File: src/rtl/ecfb_pkg.sv
// Shared definitions for the escaped capture frame builder.
// Escape codes, item kinds, frame step indexes and the byte select struct.
// No dependencies.
`default_nettype none

package ecfb_pkg;

    // Escape byte and the codes that follow it
    localparam logic [7:0] ESC_BYTE   = 8'h1b;
    localparam logic [7:0] CODE_LIT   = 8'h00;
    localparam logic [7:0] CODE_START = 8'h01;
    localparam logic [7:0] CODE_SEC_A = 8'h02;
    localparam logic [7:0] CODE_SEC_B = 8'h03;
    localparam logic [7:0] CODE_END   = 8'h04;

    // Item kinds carried in tuser
    typedef enum logic [1:0] {
        KIND_START  = 2'd0,
        KIND_DATA   = 2'd1,
        KIND_SWITCH = 2'd2,
        KIND_END    = 2'd3
    } kind_t;

    // Byte positions within one item's output, before stuffing
    localparam int          STEP_W        = 4;
    localparam logic [3:0] STEP_ESC      = 4'd0;
    localparam logic [3:0] STEP_CODE     = 4'd1;
    localparam logic [3:0] STEP_ELAP_LO  = 4'd2;
    localparam logic [3:0] STEP_ELAP_HI  = 4'd3;
    localparam logic [3:0] STEP_CNT_LO   = 4'd4;
    localparam logic [3:0] STEP_CNT_HI   = 4'd5;
    localparam logic [3:0] STEP_ACK      = 4'd6;
    localparam logic [3:0] STEP_SEC_ESC  = 4'd7;
    localparam logic [3:0] STEP_SEC_CODE = 4'd8;

    // Byte chosen for the current step
    typedef struct packed {
        logic [7:0] value;    // byte before stuffing
        logic       payload;  // byte is subject to stuffing
        logic       at_end;   // last step of this item
    } sel_t;

endpackage

`default_nettype wire

File: src/rtl/ecfb_byte_sel.sv
// Byte selector: picks the unstuffed byte for one step of the held item.
// Purely combinational; depends on ecfb_pkg.
`default_nettype none

module ecfb_byte_sel (
    input  wire ecfb_pkg::kind_t                kind,
    input  wire logic [ecfb_pkg::STEP_W-1:0]    step,
    input  wire logic [15:0]                    elapsed,
    input  wire logic [15:0]                    count,
    input  wire logic [7:0]                     ack,
    input  wire logic [7:0]                     data,
    output ecfb_pkg::sel_t                      sel
);

    // Step table per item kind
    always_comb
    begin
        sel.value   = ecfb_pkg::ESC_BYTE;
        sel.payload = 1'b0;
        sel.at_end  = 1'b0;
        case (kind)
            ecfb_pkg::KIND_START:
            begin
                case (step)
                    ecfb_pkg::STEP_ESC:      sel.value = ecfb_pkg::ESC_BYTE;
                    ecfb_pkg::STEP_CODE:     sel.value = ecfb_pkg::CODE_START;
                    ecfb_pkg::STEP_ELAP_LO:
                    begin
                        sel.value   = elapsed[7:0];
                        sel.payload = 1'b1;
                    end
                    ecfb_pkg::STEP_ELAP_HI:
                    begin
                        sel.value   = elapsed[15:8];
                        sel.payload = 1'b1;
                    end
                    ecfb_pkg::STEP_CNT_LO:
                    begin
                        sel.value   = count[7:0];
                        sel.payload = 1'b1;
                    end
                    ecfb_pkg::STEP_CNT_HI:
                    begin
                        sel.value   = count[15:8];
                        sel.payload = 1'b1;
                    end
                    ecfb_pkg::STEP_ACK:
                    begin
                        sel.value   = ack;
                        sel.payload = 1'b1;
                    end
                    ecfb_pkg::STEP_SEC_ESC:  sel.value = ecfb_pkg::ESC_BYTE;
                    ecfb_pkg::STEP_SEC_CODE:
                    begin
                        sel.value  = ecfb_pkg::CODE_SEC_A;
                        sel.at_end = 1'b1;
                    end
                    default:
                    begin
                        sel.value  = ecfb_pkg::CODE_SEC_A;
                        sel.at_end = 1'b1;
                    end
                endcase
            end
            ecfb_pkg::KIND_DATA:
            begin
                sel.value   = data;
                sel.payload = 1'b1;
                sel.at_end  = 1'b1;
            end
            ecfb_pkg::KIND_SWITCH:
            begin
                if (step == ecfb_pkg::STEP_ESC)
                begin
                    sel.value = ecfb_pkg::ESC_BYTE;
                end
                else
                begin
                    sel.value  = ecfb_pkg::CODE_SEC_B;
                    sel.at_end = 1'b1;
                end
            end
            ecfb_pkg::KIND_END:
            begin
                if (step == ecfb_pkg::STEP_ESC)
                begin
                    sel.value = ecfb_pkg::ESC_BYTE;
                end
                else
                begin
                    sel.value  = ecfb_pkg::CODE_END;
                    sel.at_end = 1'b1;
                end
            end
            default:
            begin
                sel.value  = ecfb_pkg::CODE_END;
                sel.at_end = 1'b1;
            end
        endcase
    end

endmodule

`default_nettype wire

File: src/rtl/escaped_capture_frame_builder.sv
// An accepted item is loaded into the work register; each of its bytes is registered
// in the output register. One output byte per cycle unless m_tready stalls; a start item
// gives 9 to 14 bytes, a data byte 1 or 2, a switch or end 2, set by the work step counter.
// A new item is taken in the cycle its predecessor's last byte moves to the output.
// Reset (rst_n low, asynchronous) empties the work and output registers and clears
// the previous time and frame count to zero.
`default_nettype none

module escaped_capture_frame_builder (
    input  wire logic        clk,
    input  wire logic        rst_n,
    // Input stream
    input  wire logic        s_tvalid,
    output logic             s_tready,
    input  wire logic [31:0] s_tdata,   // [15:0] timer_now, [23:16] ack_count, [31:24] data_byte
    input  wire logic [1:0]  s_tuser,   // [1:0] kind
    // Output stream
    output logic             m_tvalid,
    input  wire logic        m_tready,
    output logic [7:0]       m_tdata,   // [7:0] out_byte
    output logic             m_tlast
);

    // Frame state
    logic [15:0] prev_time_reg;
    logic [15:0] frame_count_reg;

    // Work register holding the item being serialised
    logic                           work_valid_reg;
    ecfb_pkg::kind_t                work_kind_reg;
    logic [15:0]                    work_elapsed_reg;
    logic [15:0]                    work_count_reg;
    logic [7:0]                     work_ack_reg;
    logic [7:0]                     work_data_reg;
    logic [ecfb_pkg::STEP_W-1:0]    step_reg;
    logic                           stuff_pending_reg;

    // Output register
    logic        out_valid_reg;
    logic [7:0]  out_byte_reg;
    logic        out_last_reg;

    ecfb_pkg::sel_t sel;
    ecfb_pkg::kind_t in_kind;
    logic        emit;
    logic        need_stuff;
    logic        item_end;
    logic [7:0]  emit_byte;
    logic        done;
    logic        accept;

    assign in_kind = ecfb_pkg::kind_t'(s_tuser);

    ecfb_byte_sel u_byte_sel (
        .kind    (work_kind_reg),
        .step    (step_reg),
        .elapsed (work_elapsed_reg),
        .count   (work_count_reg),
        .ack     (work_ack_reg),
        .data    (work_data_reg),
        .sel     (sel)
    );

    // Byte to emit and stuffing decision
    always_comb
    begin
        emit = work_valid_reg && (!out_valid_reg || m_tready);
        if (stuff_pending_reg)
        begin
            emit_byte  = ecfb_pkg::CODE_LIT;
            need_stuff = 1'b0;
            item_end   = sel.at_end;
        end
        else
        begin
            emit_byte  = sel.value;
            need_stuff = sel.payload && (sel.value == ecfb_pkg::ESC_BYTE);
            item_end   = sel.at_end && !need_stuff;
        end
        done     = emit && item_end;
        s_tready = !work_valid_reg || done;
        accept   = s_tvalid && s_tready;
    end

    // Control registers
    always_ff @(posedge clk or negedge rst_n)
    begin
        if (!rst_n)
        begin
            work_valid_reg    <= 1'b0;
            step_reg          <= ecfb_pkg::STEP_ESC;
            stuff_pending_reg <= 1'b0;
            out_valid_reg     <= 1'b0;
            prev_time_reg     <= 16'd0;
            frame_count_reg   <= 16'd0;
        end
        else
        begin
            if (accept)
            begin
                work_valid_reg    <= 1'b1;
                step_reg          <= ecfb_pkg::STEP_ESC;
                stuff_pending_reg <= 1'b0;
                if (in_kind == ecfb_pkg::KIND_START)
                begin
                    prev_time_reg   <= s_tdata[15:0];
                    frame_count_reg <= frame_count_reg + 16'd1;
                end
            end
            else if (emit)
            begin
                if (done)
                begin
                    work_valid_reg <= 1'b0;
                end
                stuff_pending_reg <= need_stuff;
                if (!need_stuff)
                begin
                    step_reg <= step_reg + {{(ecfb_pkg::STEP_W-1){1'b0}}, 1'b1};
                end
            end

            if (emit)
            begin
                out_valid_reg <= 1'b1;
            end
            else if (m_tready)
            begin
                out_valid_reg <= 1'b0;
            end
        end
    end

    // Payload registers
    always_ff @(posedge clk)
    begin
        if (accept)
        begin
            work_kind_reg    <= in_kind;
            work_elapsed_reg <= prev_time_reg - s_tdata[15:0];
            work_count_reg   <= frame_count_reg;
            work_ack_reg     <= s_tdata[23:16];
            work_data_reg    <= s_tdata[31:24];
        end
        if (emit)
        begin
            out_byte_reg <= emit_byte;
            out_last_reg <= item_end;
        end
    end

    assign m_tvalid = out_valid_reg;
    assign m_tdata  = out_byte_reg;
    assign m_tlast  = out_last_reg;

`ifndef SYNTH
    // A pending stuff byte always follows an escape byte waiting at the output
    a_stuff_follows_esc: assert property (@(posedge clk) disable iff (!rst_n)
        stuff_pending_reg |-> (m_tvalid && m_tdata == ecfb_pkg::ESC_BYTE))
        else $error("stuff pending without escape byte at output");

    // Stuff pending only while an item is held
    a_stuff_needs_work: assert property (@(posedge clk) disable iff (!rst_n)
        stuff_pending_reg |-> work_valid_reg)
        else $error("stuff pending with empty work register");

    // Step counter stays inside the longest item
    a_step_range: assert property (@(posedge clk) disable iff (!rst_n)
        work_valid_reg |-> (step_reg <= ecfb_pkg::STEP_SEC_CODE))
        else $error("step counter out of range");

    // A start transfer advances the frame count by one
    a_count_step: assert property (@(posedge clk) disable iff (!rst_n)
        (accept && in_kind == ecfb_pkg::KIND_START)
        |=> (frame_count_reg == $past(frame_count_reg) + 16'd1))
        else $error("frame count did not advance");
`endif

endmodule

`default_nettype wire
File: config.mk
export PLATFORM = sky130hd
export DESIGN_NAME = escaped_capture_frame_builder
export DESIGN_NICKNAME = d
export VERILOG_FILES = /design/src/rtl/ecfb_pkg.sv /design/src/rtl/ecfb_byte_sel.sv /design/src/rtl/escaped_capture_frame_builder.sv
export SDC_FILE = /design/constraint.sdc
export NUM_CORES = 1
export LEC_CHECK = 0
export ABC_AREA = 1
export ABC_CLOCK_PERIOD_IN_PS = 3350
export BUFFER_PORTS_ARGS = -buffer_cell sky130_fd_sc_hd__buf_4
export CORE_MARGIN = 4
export CORE_UTILIZATION = 42
export DETAILED_ROUTE_END_ITERATION = 8
export GPL_TIMING_DRIVEN = 0
export SETUP_SLACK_MARGIN = 0.05
export SLEW_MARGIN = 10
export SYNTH_ARGS = -nofsm -noshare
export SYNTH_HDL_FRONTEND = slang
export SYNTH_SLANG_ARGS = --single-unit
File: constraint.sdc
create_clock -name clk -period 3.35 [get_ports clk]
set_clock_uncertainty 0.1 [all_clocks]
set_input_delay 0.1675 -clock clk [delete_from_list [all_inputs] [get_ports clk]]
set_output_delay 0.1675 -clock clk [all_outputs]
set_load 0.05 [all_outputs]
**After elaboration in Yosys (flattened, before gate mapping)**

Cells that the tools add are included.

- Register bits: 98
- Input bits: 38
- Output and inout port bits: 11
- Logic and storage cells: 72

- $add $sub $neg: 3
- Equality and inequality tests: 12
- Multiplexer cells: 21
- Reductions and logical operators: 23

Operators by type and width:

| operator | count |
|---|---|
| 8-bit one-hot mux with 7 select lines | 1 |
| 8-bit one-hot mux with 4 select lines | 1 |
| 16-bit by 1-bit adder with 16-bit output, second input constant | 1 |
| 4-bit by 3-bit equality test with 1-bit output, second input constant | 4 |
| 16-bit subtractor | 1 |
| 1-bit 2-to-1 mux | 12 |
| 4-bit 2-to-1 mux | 3 |
| 5-bit 2-to-1 mux | 2 |
| 4-bit by 2-bit equality test with 1-bit output, second input constant | 2 |
| 8-bit by 5-bit equality test with 1-bit output, second input constant | 1 |
| 8-bit OR reduction | 1 |
| 2-bit AND reduction | 3 |
| 2-bit nonzero test | 3 |
| 1-bit logical AND | 5 |
| 5-bit OR reduction | 1 |
| 4-bit by 1-bit adder with 4-bit output, second input constant | 1 |
| 2-bit equality test, second input constant | 2 |
| 4-bit by 1-bit equality test with 1-bit output, second input constant | 1 |
| 2-bit logical NOT | 2 |
| 4-bit logical NOT | 1 |
| 2-bit OR reduction | 2 |
| 1-bit logical NOT | 3 |
| 1-bit one-hot mux with 3 select lines | 1 |
| 2-bit by 1-bit equality test with 1-bit output, second input constant | 1 |
| other kinds (3) | 4 |

**Depth between registers and ports, before layout**

Gate-level depths: netlist of the first run.

- Depth after elaboration: 14
- Depth in mapped cells: 19
- Depth with buffers taken out: 18

**Cells and area by module**

Synthesis of the first run repeated with hierarchy kept, for this count alone.

- Cells, all modules: 633
- Area total of the unflattened synthesis: 5388.9 um^2

Modules (own cells, without submodules):

| module | times used | cells each | area each (um^2) | seq. area each (um^2) |
|---|---|---|---|---|
| escaped_capture_frame_builder | 1 | 497 | 4748.3 | 2747.6 |
| ecfb_byte_sel | 1 | 136 | 640.6 | 0.0 |

**Least setup slack after synthesis of the first run**

Ideal clock, no wire load.

- Kind: flip-flop to flip-flop
- Start: reg step_reg[0] (netlist name)
- End: reg work_ack_reg[0] (enable)
- Setup time: 0.407 ns
- Arrival time: 2.866 ns
- Required time: 2.843 ns
- Slack: -0.024 ns
- Stages on the path, launching flop included: 18
- Path buffers: 1
- Period minus slack after synthesis: 3.374 ns
- Cell sequence: dfrtp_1 -> inv_1 -> ha_1 -> clkbuf_1 -> o21ai_0 -> nand2_1 -> inv_1 -> nand2_1 -> nand2_1 -> nor2_2 -> nor2_1 -> nand2_1 -> nor2_2 -> nand2_2 -> nand3_2 -> nand2_4 -> nand2_1 -> inv_1

- Word-level cells in the longest chain between the ends: 12
- Elaborated cells on any way between the ends: 28
- Those cells by class: eq/ne: 8; mux: 10; reduce/logical: 10

RTL lines:

| item | line | text |
|---|---|---|
| start, declared | escaped_capture_frame_builder.sv:35 | `logic [ecfb_pkg::STEP_W-1:0] step_reg;` |
| start signal, assigned | escaped_capture_frame_builder.sv:91 | `step_reg <= ecfb_pkg::STEP_ESC;` |
| start signal, assigned | escaped_capture_frame_builder.sv:102 | `step_reg <= ecfb_pkg::STEP_ESC;` |
| start signal, assigned | escaped_capture_frame_builder.sv:119 | `step_reg <= step_reg + {{(ecfb_pkg::STEP_W-1){1'b0}}, 1'b1};` |
| 4-bit by 3-bit equality test with 1-bit output or 4-bit logical NOT (tied branches) | ecfb_byte_sel.sv:24, ecfb_byte_sel.sv:73, ecfb_byte_sel.sv:85 |  |
| 2-bit OR reduction (no source line) | - |  |
| 8-bit one-hot mux with 7 select lines | ecfb_byte_sel.sv:24 | `case (step)` |
| 8-bit one-hot mux with 4 select lines | ecfb_byte_sel.sv:21 | `case (kind)` |
| 8-bit by 5-bit equality test with 1-bit output | escaped_capture_frame_builder.sv:77 | `need_stuff = sel.payload && (sel.value == ecfb_pkg::ESC_BYTE);` |
| 1-bit logical AND | escaped_capture_frame_builder.sv:77 |  |
| 1-bit logical NOT | escaped_capture_frame_builder.sv:78 | `item_end = sel.at_end && !need_stuff;` |
| 1-bit logical AND | escaped_capture_frame_builder.sv:78 |  |
| 1-bit 2-to-1 mux * | escaped_capture_frame_builder.sv:68 | `if (stuff_pending_reg)` |
| 1-bit logical AND * | escaped_capture_frame_builder.sv:80 | `done = emit && item_end;` |
| 1-bit logical OR * | escaped_capture_frame_builder.sv:81 | `s_tready = !work_valid_reg \|\| done;` |
| 1-bit logical AND * | escaped_capture_frame_builder.sv:82 | `accept = s_tvalid && s_tready;` |
| net accept | escaped_capture_frame_builder.sv:50 | `logic accept;` |
| end signal, assigned | escaped_capture_frame_builder.sv:142 | `work_ack_reg <= s_tdata[23:16];` |
| end, declared | escaped_capture_frame_builder.sv:33 | `logic [7:0] work_ack_reg;` |

The timed path passes the listed nets; every way through them passes the cells marked *.
A chain may end at the register's enable or synchronous reset.

**Final worst setup path of the first run**

- Start: reg step_reg[0] (netlist name)
- End: out s_tready

- Word-level cells in the longest chain between the ends: 11
- Elaborated cells on any way between the ends: 27
- Those cells by class: eq/ne: 8; mux: 10; reduce/logical: 9

RTL lines:

| item | line | text |
|---|---|---|
| 4-bit by 3-bit equality test with 1-bit output or 4-bit logical NOT (tied branches) | ecfb_byte_sel.sv:24, ecfb_byte_sel.sv:73, ecfb_byte_sel.sv:85 |  |
| 2-bit OR reduction (no source line) | - |  |
| 8-bit one-hot mux with 7 select lines | ecfb_byte_sel.sv:24 |  |
| 8-bit one-hot mux with 4 select lines | ecfb_byte_sel.sv:21 |  |
| 8-bit by 5-bit equality test with 1-bit output | escaped_capture_frame_builder.sv:77 |  |
| 1-bit logical AND | escaped_capture_frame_builder.sv:77 |  |
| 1-bit logical NOT | escaped_capture_frame_builder.sv:78 |  |
| 1-bit logical AND | escaped_capture_frame_builder.sv:78 |  |
| 1-bit 2-to-1 mux * | escaped_capture_frame_builder.sv:68 |  |
| 1-bit logical AND * | escaped_capture_frame_builder.sv:80 |  |
| 1-bit logical OR * | escaped_capture_frame_builder.sv:81 |  |
| end, declared | escaped_capture_frame_builder.sv:14 | `output logic s_tready,` |

Every way passes the cells marked *; elsewhere a longest branch is shown, timed or not.

==> results of run 1 <==
==> layout by cell type (no fill, tap or decap), types with 3 or more instances in the layout <==
cell           Yosys  routed
dfrtp_1           39      39
o21ai_0           13      13
a21oi_1           21      21
o21ai_1            3       3
ha_1              20      20
nand4_1           43      43
edfxtp_1          59      59
inv_1             58      57
nor3_1             8       8
dlygate4sd3_1      0      36
nor2_2             3       3
clkbuf_1          10       8
xnor2_1           12      12
nand2_1          141     140
buf_2              5       3
nand3_1           39      39
buf_6              6       7
nor2_1            44      43
clkbuf_16          0       9
buf_4              0      56
nand3_2            3       3
clkinvlp_4         0       7
xor2_1            18      18
==> through the flow <==
step / setup WS, ps / instance area, sq um / power (mW) / TNS [ps]
6_report: 297 / 6550 / 5.15 / 0
5_1_grt: 52.3 / 6550 / 5.53 / 0
4_1_cts: 75.2 / 6520 / 5.15 / 0
3_5_place_dp: -658 / 5780 / 4.02 / -34610
3_3_place_gp: -571 / 5780 / 3.98 / -29830
2_1_floorplan: 205 / 5220 / 3.45 / 0
==> routing by layer <==
| layer | GRT usage | vias to the layer above | part of all wire |
|---|---|---|---|
| met3 | 0.0432 | 12 | 0.042 |
| met1 | 0.227 | 1987 | 0.45 |
| li1 | - | 2110 | - |
| met4 | 0.0494 | 0 | 0.010 |
| met2 | 0.311 | 96 | 0.50 |
| met5 | 0 | - | 0 |
==> power groups by stage <==
| stage | clock network (mW) | logic [mW] | registers [mW] |
|---|---|---|---|
| after global routing | 1.12 | 2.35 | 2.05 |
| after detailed placement | 0 | 1.97 | 2.05 |
| final | 1.03 | 2.11 | 2.01 |
| after global placement | 0 | 1.94 | 2.04 |
| after floorplan | 0 | 1.27 | 2.18 |
| after CTS | 1.06 | 2.08 | 2.02 |
==> critical path, cell delays in order (launching register included) <==
cell and delay [ps]:
dfrtp_1 420, buf_4 150, ha_1 310, nand3_2 170, inv_1 70, nand2_1 60, nand2_1 50, o21bai_1 210
nand3_1 120, nor3_2 200, nand2_2 110, nand3_2 90, nand2_4 110, buf_6 170, buf_4 190
==> worst max-delay path by stage <==
stage                     slack, ps               to  cells after the start   startpoint
after floorplan                 200  work_ack_reg[0]                     14  step_reg[0]
after detailed placement       -660  work_ack_reg[7]                     16  step_reg[0]
final                           300         s_tready                     14  step_reg[0]
after CTS                        80         s_tready                     16  step_reg[0]
after global routing             50         s_tready                     17  step_reg[0]
after global placement         -570  work_ack_reg[2]                     16  step_reg[0]
==> layout make-up <==
type,count,area share
clock inverter,7,0.0107
inverter,60,0.0350
buffer,21,0.0214
tap,168,0.0321
multi-input combinational,386,0.324
timing repair buffer,92,0.119
timing repair inverter,3,0.00344
sequential,98,0.420
clock buffer,9,0.0344
==> cell families (layout without fill, tap and decap cells) <==
kind of cell | Yosys count | count (layout) | synth area share
XOR/XNOR | 30 | 30 | 0.0504
adder cells (fa/ha/maj) | 21 | 21 | 0.0518
flip-flops | 98 | 98 | 0.527
buffers and inverters | 82 | 192 | 0.0688
AO/OA/AOI/OAI | 46 | 46 | 0.0489
AND/OR/NAND/NOR | 289 | 289 | 0.253
==> what timing repair did <==
action                                  CTS  global route
pin swaps                                 0             1
endpoints found under the hold margin    74             0
resized for setup                         4             8
endpoints found under the setup margin   54            55
cloned                                    3             0
setup buffers                             7             2
hold buffers                             36             0
==> results.tsv, run 1 <==
stage	metric	value	unit
run_status	status	complete, no violations	
cts	CTS Buf Count	9	
pwr	Comb pwr share	0.410	
cells_and_area	ANT cells	0	
timing	max-slew violations	0	
cts	CTS H-tree depth	3	
setup_path	Setup Crit Path Kind	flip-flop to primary output	
synthesis	share of synthesized registers carrying an async set or reset	0.398	
floorplanning	die area	14300	sq um
setup_path	worst-path maximum fanout	10	
timing	Rel. slew slack	0.316	
synthesis	Syn Nets	625	
run	max_cap viols	0	
route	vias post-DR	4205	
setup_path	Reg-to-Reg Start	step_reg[0]	
timing	Final Hold Violating Endpoints	0	
synthesis	count leader, synth	nand2_1	
synthesis	synth warn	0	
place	Placed Cells	781	
global_route	initial antenna violation count	0	
timing	fin crit share	0.911	
timing	hold_ws	222	ps
route	final wirelength	12300	um
setup_path	R2R setup slack	330	ps
cts	Skew-Pair Late Insertion Delay	350	ps
setup_path	Critical Path Source Type	flip-flop	
cts	CTS Root Cell	clkbuf_16	
floorplanning	Std-Cell Rows	40	
setup_path	worst path required time	3080	ps
pwr	pwr dens	786	nW/um^2
synthesis	EDFF count, synth	59	
min_path	worst hold path depth	3	
cells_and_area	Area Overhead vs Synth	25.5	%
timing	Final Critical Period	3050	ps
synthesis	Synth top cells by count	nand2_1, edfxtp_1, inv_1	
global_route	Global Route Usage Sum	0.180	
setup_path	Arr. time, crit path	2790	ps
synthesis	Mapped Cells	566	
floorplanning	die width	119	um
global_route	first-pass GRT wire length	20600	um
pwr	NetSw	2.00	mW
cts	Clock transition at path regs	70	ps
synthesis	ranking of synthesized cells by area	edfxtp_1, dfrtp_1, nand2_1, nand4_1, ha_1	
cells_and_area	Nets	730	
setup_path	Worst R2R Path Depth	15	
pwr	Pint	3.14	mW
cells_and_area	FILL cells	1087	
timing	fmax	328	MHz
timing	measured slew at the worst slew-check pin	1030	ps
place	port bufs	47	
min_path	min-delay src	s_tvalid	
route	first-pass detailed-route iteration total	5	
cts	maximum clock path buffer count	2	
global_route	grt total ovfl	0	
synthesis	cell taking the most area after synthesis	edfxtp_1	
synthesis	post-synth top area share	0.340	
setup_path	r2r endpoint	work_data_reg[2]	
floorplanning	Starting Density	0.433	
synthesis	flops & latches, synth	98	
timing	unrepaired setup endpoints after global routing	no	
pwr	clock power share	0.199	
cells_and_area	Register Area	2750	sq um
cells_and_area	post-layout util	0.543	
pwr	Leak	3.05	nW
synthesis	post-synthesis cell area	5220	sq um
route	antenna viol nets, final	0	
place	placer congestion estimate	0.929	
floorplanning	Chip Height	119	um
timing	final setup violation count	0	
setup_path	Setup crit end kind	primary output	
route	DR vias/cell	4.98	
synthesis	Seq/Total Area, Yosys	0.527	
pwr	Flop pwr share	0.391	
floorplanning	Ports	49	
route	DRT iter0 DRCs	266	
route	DRC viols	0	
global_route	largest net degree at the start of global routing	40	
cells_and_area	layout cells sized above 1	0.152	
cts	# clock sinks	98	
route	drt wl/cell	14.5	um
min_path	Hold WC Path Type	input port to flip-flop	
synthesis	Mean Syn Cell Area	9.22	sq um
synthesis	prevailing post-synth register cell	edfxtp_1	
synthesis	Synth cell types	36	
pwr	maximum VDD drop	0.360	mV
cts	CTS tree	done	
pwr	Net Sw Frac	0.389	
cells_and_area	Multi-input gate area	2120	sq um
global_route	vias in the first global route	4258	
cells_and_area	post-route insts no fill	844	
floorplanning	core area	12100	sq um
min_path	Hold Path End	prev_time_reg[14]	
place	Post-DP HPWL	8790	um
Power figures use the tool's default switching activity.
==> run 2: changes to the inputs <==
--- a/config.mk
+++ b/config.mk
@@ -8,7 +8,7 @@
 export ABC_AREA = 1
 export ABC_CLOCK_PERIOD_IN_PS = 3350
 export BUFFER_PORTS_ARGS = -buffer_cell sky130_fd_sc_hd__buf_4
-export CORE_MARGIN = 4
+export CORE_MARGIN = 5
 export CORE_UTILIZATION = 42
 export DETAILED_ROUTE_END_ITERATION = 8
 export GPL_TIMING_DRIVEN = 0
==> results.tsv, run 2 (same netlist as run 1, synthesis figures left out) <==
stage	metric	value	unit	change
cts	maximum clock path buffer count	2		unchanged
global_route	grt total ovfl	0		unchanged
setup_path	Worst R2R Path Depth	16		was 15
cells_and_area	most common cell after layout, fill and taps aside	nand2_1		unchanged
cells_and_area	FILL cells	1151		was 1087
cells_and_area	Multi-input gate area	2120	sq um	unchanged
timing	Final Critical Period	3120	ps	was 3050 ps
setup_path	worst-path maximum fanout	10		unchanged
pwr	Leak	3.05	nW	about the same
pwr	pwr dens	785	nW/um^2	was 786 nW/um^2
timing	final setup violation count	0		unchanged
timing	fin crit share	0.931		was 0.911
timing	Final Hold Violating Endpoints	0		unchanged
timing	setup_tns	0	ps	unchanged
pwr	maximum VDD drop	0.358	mV	was 0.360 mV
timing	max-slew violations	0		unchanged
cells_and_area	commonest cells after routing, fill and taps aside	nand2_1, edfxtp_1, inv_1, buf_4, nand4_1		was nand2_1, edfxtp_1, inv_1, buf_4
route	antenna viol nets, final	0		unchanged
setup_path	worst path required time	3080	ps	about the same
cts	CTS Root Cell	clkbuf_16		unchanged
place	port bufs	47		unchanged
floorplanning	die width	121	um	was 119 um
setup_path	Setup crit end kind	primary output		unchanged
run	max_cap viols	0		unchanged
route	DRT iter0 DRCs	234		was 266
min_path	worst hold path depth	3		unchanged
setup_path	Arr. time, crit path	2850	ps	was 2790 ps
cells_and_area	post-layout util	0.540		was 0.543
floorplanning	Chip Height	121	um	was 119 um
global_route	Global Route Usage Sum	0.177		was 0.180
cells_and_area	Register Area	2750	sq um	unchanged
place	Post-DP HPWL	8750	um	was 8790 um
global_route	first-pass GRT wire length	20500	um	was 20600 um
route	DR vias/cell	4.94		was 4.98
place	placer congestion estimate	0.929		about the same
floorplanning	Std-Cell Rows	40		unchanged
cts	Skew-Pair Late Insertion Delay	360	ps	was 350 ps
cts	CTS Buf Count	9		unchanged
cells_and_area	Nets	730		unchanged
route	drt wl/cell	14.6	um	was 14.5 um
floorplanning	Starting Density	0.431		was 0.433
timing	hold_ws	183	ps	was 222 ps
global_route	largest net degree at the start of global routing	40		unchanged
timing	fmax	321	MHz	was 328 MHz
floorplanning	core area	12100	sq um	about the same
timing	unrepaired setup endpoints after global routing	no		unchanged
route	final wirelength	12300	um	about the same
cts	CTS H-tree depth	3		unchanged
floorplanning	die area	14800	sq um	was 14300 sq um
cells_and_area	layout cells sized above 1	0.158		was 0.152
route	DRC viols	0		unchanged
global_route	vias in the first global route	4173		was 4258
global_route	initial antenna violation count	0		unchanged
run_status	status	complete, no violations		unchanged
route	first-pass detailed-route iteration total	4		was 5
floorplanning	Ports	49		unchanged
cells_and_area	ANT cells	0		unchanged
route	vias post-DR	4168		was 4205
cts	# clock sinks	98		unchanged
min_path	Hold WC Path Type	input port to flip-flop		unchanged
setup_path	Setup Crit Path Kind	flip-flop to primary output		unchanged
cells_and_area	Area Overhead vs Synth	25.4	%	was 25.5%
timing	Rel. slew slack	0.354		was 0.316
cts	Clock transition at path regs	70	ps	about the same
cts	CTS tree	done		unchanged
setup_path	Critical Path Source Type	flip-flop		unchanged
timing	measured slew at the worst slew-check pin	969	ps	was 1030 ps
==> run 2: cell count changes in the layout (fill, tap and decap cells not counted), moves of 2 or more <==
cell,change
nor2_2,+2
clkinvlp_4,-2
inv_8,+3
inv_6,+2
==> run 2: per-layer routing <==
metal  up-vias  global-route usage  share of wire
li1       2113                   -              -
met1      1964               0.222           0.45
met2        77               0.303           0.50
met3        14              0.0424          0.041
met4         0              0.0546          0.014
met5         -                   0              0
==> run 2: area by class of cell <==
| type | instances | share of cell area |
|---|---|---|
| Inverter | 60 | 0.0350 |
| Buffer | 21 | 0.0210 |
| Clock buffer | 9 | 0.0344 |
| Timing Repair Buffer | 92 | 0.119 |
| Sequential cell | 98 | 0.420 |
| Multi-Input combinational cell | 386 | 0.324 |
| Clock inverter | 7 | 0.0103 |
| Tap cell | 168 | 0.0321 |
| Timing Repair inverter | 3 | 0.00344 |
==> run 2: per-stage QoR <==
step           cell area (sq um)  worst slack, ps  instances  total power [mW]
2_1_floorplan               5220              205        566              3.45
3_3_place_gp                5780             -542        781              3.98
3_5_place_dp                5780             -624        781              4.03
4_1_cts                     6510             56.5        843              5.16
5_1_grt                     6540             29.7        844              5.51
6_report                    6540              232        844              5.13
==> run 2: critical path: stages, from the launching register on <==
cell and delay (ps):
dfrtp_1 410, inv_1 100, ha_1 200, clkbuf_4 190, nand2_1 110, inv_1 70, nand2_1 80, nand2_1 60
o21bai_1 200, nand3_1 130, nor3_2 260, nand2_2 100, nand3_2 80, nand2_4 110, buf_4 200, buf_4 200
==> run 2: path summary, 6_finish.rpt <==
kind,start,end,slack (ps)
max in group asynchronous,rst_n,frame_count_reg[9],2540
setup reg to reg,step_reg[0],work_ack_reg[6],310
hold / removal,s_tvalid,prev_time_reg[14],180
hold reg to reg,prev_time_reg[0],prev_time_reg[0],380
setup / recovery,step_reg[0],s_tready,230
min in group asynchronous,rst_n,prev_time_reg[8],240
==> run 2: power by group <==
part	total (mW)	internal (mW)	switching, mW	leakage (nW)
logic	2.10	0.740	1.36	1.84
clock network	1.02	0.526	0.490	0.142
registers	2.02	1.82	0.192	1.08
==> run 2: timing repair <==
action,in CTS,in global routing
setup endpoints to repair,54,55
pin swaps,0,3
gates resized for setup,3,12
buffers inserted,7,2
hold buffers,36,0
endpoints found under the hold margin,74,0
gates cloned,3,0
==> run 3: changes to the inputs <==
--- a/config.mk
+++ b/config.mk
@@ -5,7 +5,6 @@
 export SDC_FILE = /design/constraint.sdc
 export NUM_CORES = 1
 export LEC_CHECK = 0
-export ABC_AREA = 1
 export ABC_CLOCK_PERIOD_IN_PS = 3350
 export BUFFER_PORTS_ARGS = -buffer_cell sky130_fd_sc_hd__buf_4
 export CORE_MARGIN = 5
==> results.tsv, run 3 <==
stage	metric	value	unit	change
run_status	status	complete, no violations		unchanged
setup_path	max incr delay on CP	450	ps	was 410 ps
synthesis	post-synthesis cell area	5010	sq um	was 5220 sq um
route	antenna viol nets, final	0		unchanged
synthesis	ranking of synthesized cells by area	edfxtp_1, dfrtp_1, ha_1, xnor2_1, inv_1		was edfxtp_1, dfrtp_1, nand2_1, nand4_1, ha_1
place	Placed Cells	601		was 781
setup_path	slowest CP cell	dfrtp_2		was dfrtp_1
cts	Clock transition at path regs	60	ps	was 70 ps
timing	unrepaired setup endpoints after global routing	no		unchanged
timing	Final Hold Violating Endpoints	0		unchanged
route	DRT iter0 DRCs	233		was 234
cells_and_area	post-route insts no fill	659		was 844
cts	Skew-Pair Late Insertion Delay	350	ps	was 360 ps
route	drt wl/cell	16.9	um	was 14.6 um
cts	CTS Root Cell	clkbuf_16		unchanged
synthesis	flops & latches, synth	98		unchanged
setup_path	Arr. time, crit path	2970	ps	was 2850 ps
synthesis	cell taking the most area after synthesis	edfxtp_1		unchanged
place	instance area at placement	5550	sq um	was 5780 sq um
route	first-pass detailed-route iteration total	5		was 4
setup_path	crit path cell chain	buf_12, ha_4, buf_6, a22o_1, a222oi_1, o22a_1, and4_4, nand3_2, a31o_2, buf_4		was inv_1, ha_1, clkbuf_4, nand2_1, inv_1, nand2_1, nand2_1, o21bai_1, nand3_1, nor3_2, nand2_2, nand3_2, nand2_4, buf_4, buf_4
setup_path	Buf/Inv on CP	3		was 5
route	DRC viols	0		unchanged
cells_and_area	Nets	570		was 730
synthesis	count leader, synth	edfxtp_1		was nand2_1
cells_and_area	commonest cells after routing, fill and taps aside	edfxtp_1, buf_4, dfrtp_1, dlygate4sd3_1, inv_1		was nand2_1, edfxtp_1, inv_1, buf_4, nand4_1
setup_path	Setup Crit Path Kind	flip-flop to primary output		unchanged
global_route	first-pass GRT wire length	18000	um	was 20500 um
synthesis	share of synthesized registers carrying an async set or reset	0.398		unchanged
setup_path	crit path from	step_reg[0]		unchanged
cells_and_area	most common cell after layout, fill and taps aside	edfxtp_1		was nand2_1
pwr	Leak	2.63	nW	was 3.05 nW
synthesis	post-synth top area share	0.354		was 0.340
synthesis	EDFF count, synth	59		unchanged
min_path	min-delay src	s_tdata[1]		was s_tvalid
timing	max-slew violations	0		unchanged
synthesis	Syn Nets	469		was 625
synthesis	Synth cell types	70		was 36
synthesis	prevailing post-synth register cell	edfxtp_1		unchanged
run	max_cap viols	0		unchanged
timing	measured slew at the worst slew-check pin	623	ps	was 969 ps
synthesis	Seq/Total Area, Yosys	0.549		was 0.527
synthesis	Mapped Cells	410		was 566
place	Post-DP HPWL	7480	um	was 8750 um
setup_path	Reg-to-Reg Start	step_reg[0]		unchanged
setup_path	Critical Path Source Type	flip-flop		unchanged
setup_path	crit-path leading delay family	compound AO/OA/AOI/OAI gates		was simple AND/OR/NAND/NOR gates
cells_and_area	final instance area	6470	sq um	was 6540 sq um
setup_path	Setup crit end kind	primary output		unchanged
pwr	total power	5.75	mW	was 5.13 mW
global_route	vias in the first global route	3556		was 4173
floorplanning	die width	119	um	was 121 um
floorplanning	Chip Height	119	um	was 121 um
synthesis	Mean Syn Cell Area	12.2	sq um	was 9.22 sq um
global_route	initial antenna violation count	0		unchanged
route	DR vias/cell	5.29		was 4.94
pwr	pwr dens	889	nW/um^2	was 785 nW/um^2
timing	fin crit share	0.967		was 0.931
pwr	maximum VDD drop	0.382	mV	was 0.358 mV
cells_and_area	Area Overhead vs Synth	29.2	%	was 25.4%
global_route	Global Route Usage Sum	0.161		was 0.177
place	port bufs	48		was 47
timing	final setup violation count	0		unchanged
synthesis	Synth top cells by count	edfxtp_1, dfrtp_1, inv_1		was nand2_1, edfxtp_1, inv_1
setup_path	worst-path maximum fanout	10		unchanged
route	vias post-DR	3483		was 4168
floorplanning	Starting Density	0.433		was 0.431
route	final wirelength	11100	um	was 12300 um
timing	Final Critical Period	3240	ps	was 3120 ps
global_route	largest net degree at the start of global routing	56		was 40
floorplanning	core area	11600	sq um	was 12100 sq um
cts	# clock sinks	98		unchanged
setup_path	worst path required time	3080	ps	about the same
synthesis	synth warn	0		unchanged
cells_and_area	ANT cells	0		unchanged
cts	CTS tree	done		unchanged
global_route	grt total ovfl	0		unchanged
min_path	Hold WC Path Type	input port to flip-flop		unchanged
cells_and_area	layout cells sized above 1	0.248		was 0.158
timing	Rel. slew slack	0.583		was 0.354
floorplanning	die area	14200	sq um	was 14800 sq um
timing	fmax	309	MHz	was 321 MHz
cts	CTS H-tree depth	3		unchanged
floorplanning	Ports	49		unchanged
cells_and_area	post-layout util	0.559		was 0.540
floorplanning	Std-Cell Rows	39		was 40
cts	maximum clock path buffer count	2		unchanged
cts	CTS Buf Count	9		unchanged
place	placer congestion estimate	0.832		was 0.929
run 3: cell types whose count changed after synthesis, moves of 5 or more:
cell | before | now
inv_1 | 58 | 32
a21oi_1 | 21 | 15
nor2_1 | 44 | 19
mux2_4 | 0 | 8
nand2b_1 | 0 | 6
nand3_1 | 39 | 16
xor2_1 | 18 | 1
nor2b_1 | 0 | 7
a22oi_1 | 0 | 5
mux2_2 | 0 | 10
nor3_1 | 8 | 13
nand2_1 | 141 | 15
xnor2_1 | 12 | 27
nand4_1 | 43 | 1
run 3: timing repair:
action,CTS,global route
setup buffers,4,2
hold endpoints to repair,73,0
gates cloned,0,1
gates resized for setup,12,24
hold buffers,35,0
setup endpoints to repair,84,84
pin swaps,4,4
run 3: layer usage:
layer	wire length [um]	track usage
met1	5150	0.219
met2	5260	0.249
met3	403	0.0303
met4	295	0.0760
met5	0	0
run 3: stage by stage:
stage	setup TNS [ps]	hold slack, ps	setup WS, ps
floorplan	0	-228	230
global placement	-21280	86.5	-357
detailed placement	-25650	94.4	-425
CTS	0	24.5	48.2
global route	0	54.6	37.0
finish	0	27.9	110
run 3: cell families (layout without fill, tap and decap cells):
group                    count (synthesis)  after routing  share of synthesized area
XOR/XNOR                                28             28                     0.0490
adder cells (fa/ha/maj)                 21             21                     0.0540
AND/OR/NAND/NOR                        104            104                      0.115
buffers and inverters                   46            152                     0.0435
AO/OA/AOI/OAI                           91             91                      0.135
multiplexers                            22             22                     0.0547
flip-flops                              98             98                      0.549
run 3: report_power, final:
part / total, mW / internal (mW) / leakage [nW] / switching, mW
Clock: 1.14 / 0.702 / 0.162 / 0.441
Combinational: 2.49 / 1.09 / 1.40 / 1.40
Sequential: 2.11 / 1.90 / 1.06 / 0.217
run 3: worst reg2reg max path: cells and delay by family, from the launching register on:
family,cells,cell delay [ps]
buffers and inverters,4,590
AO/OA/AOI/OAI,5,1180
adder cells (fa/ha/maj),1,160
multiplexers,1,310
AND/OR/NAND/NOR,1,280
flip-flops,1,450
run 3: layout make-up:
type                            count  area [sq um]
Buffer                             14           138
Clock buffer                       12           258
Clock inverter                      4          73.8
Fill cell                         966          5100
Inverter                           32           120
Multi-Input combinational cell    266          2150
Sequential cell                    98          2750
Tap cell                          143           179
Timing Repair Buffer               90           805
run 3: worst paths after layout:
| path | endpoint | slack [ps] | cells past startpoint |
|---|---|---|---|
| max | s_tready | 110 | 10 |
| min | prev_time_reg[1] | 30 | 3 |
| max reg2reg | prev_time_reg[5] | 160 | 12 |
| min reg2reg | frame_count_reg[15] | 380 | 1 |
| max in group asynchronous | step_reg[0] | 2490 | 2 |
| min in group asynchronous | prev_time_reg[7] | 250 | 2 |
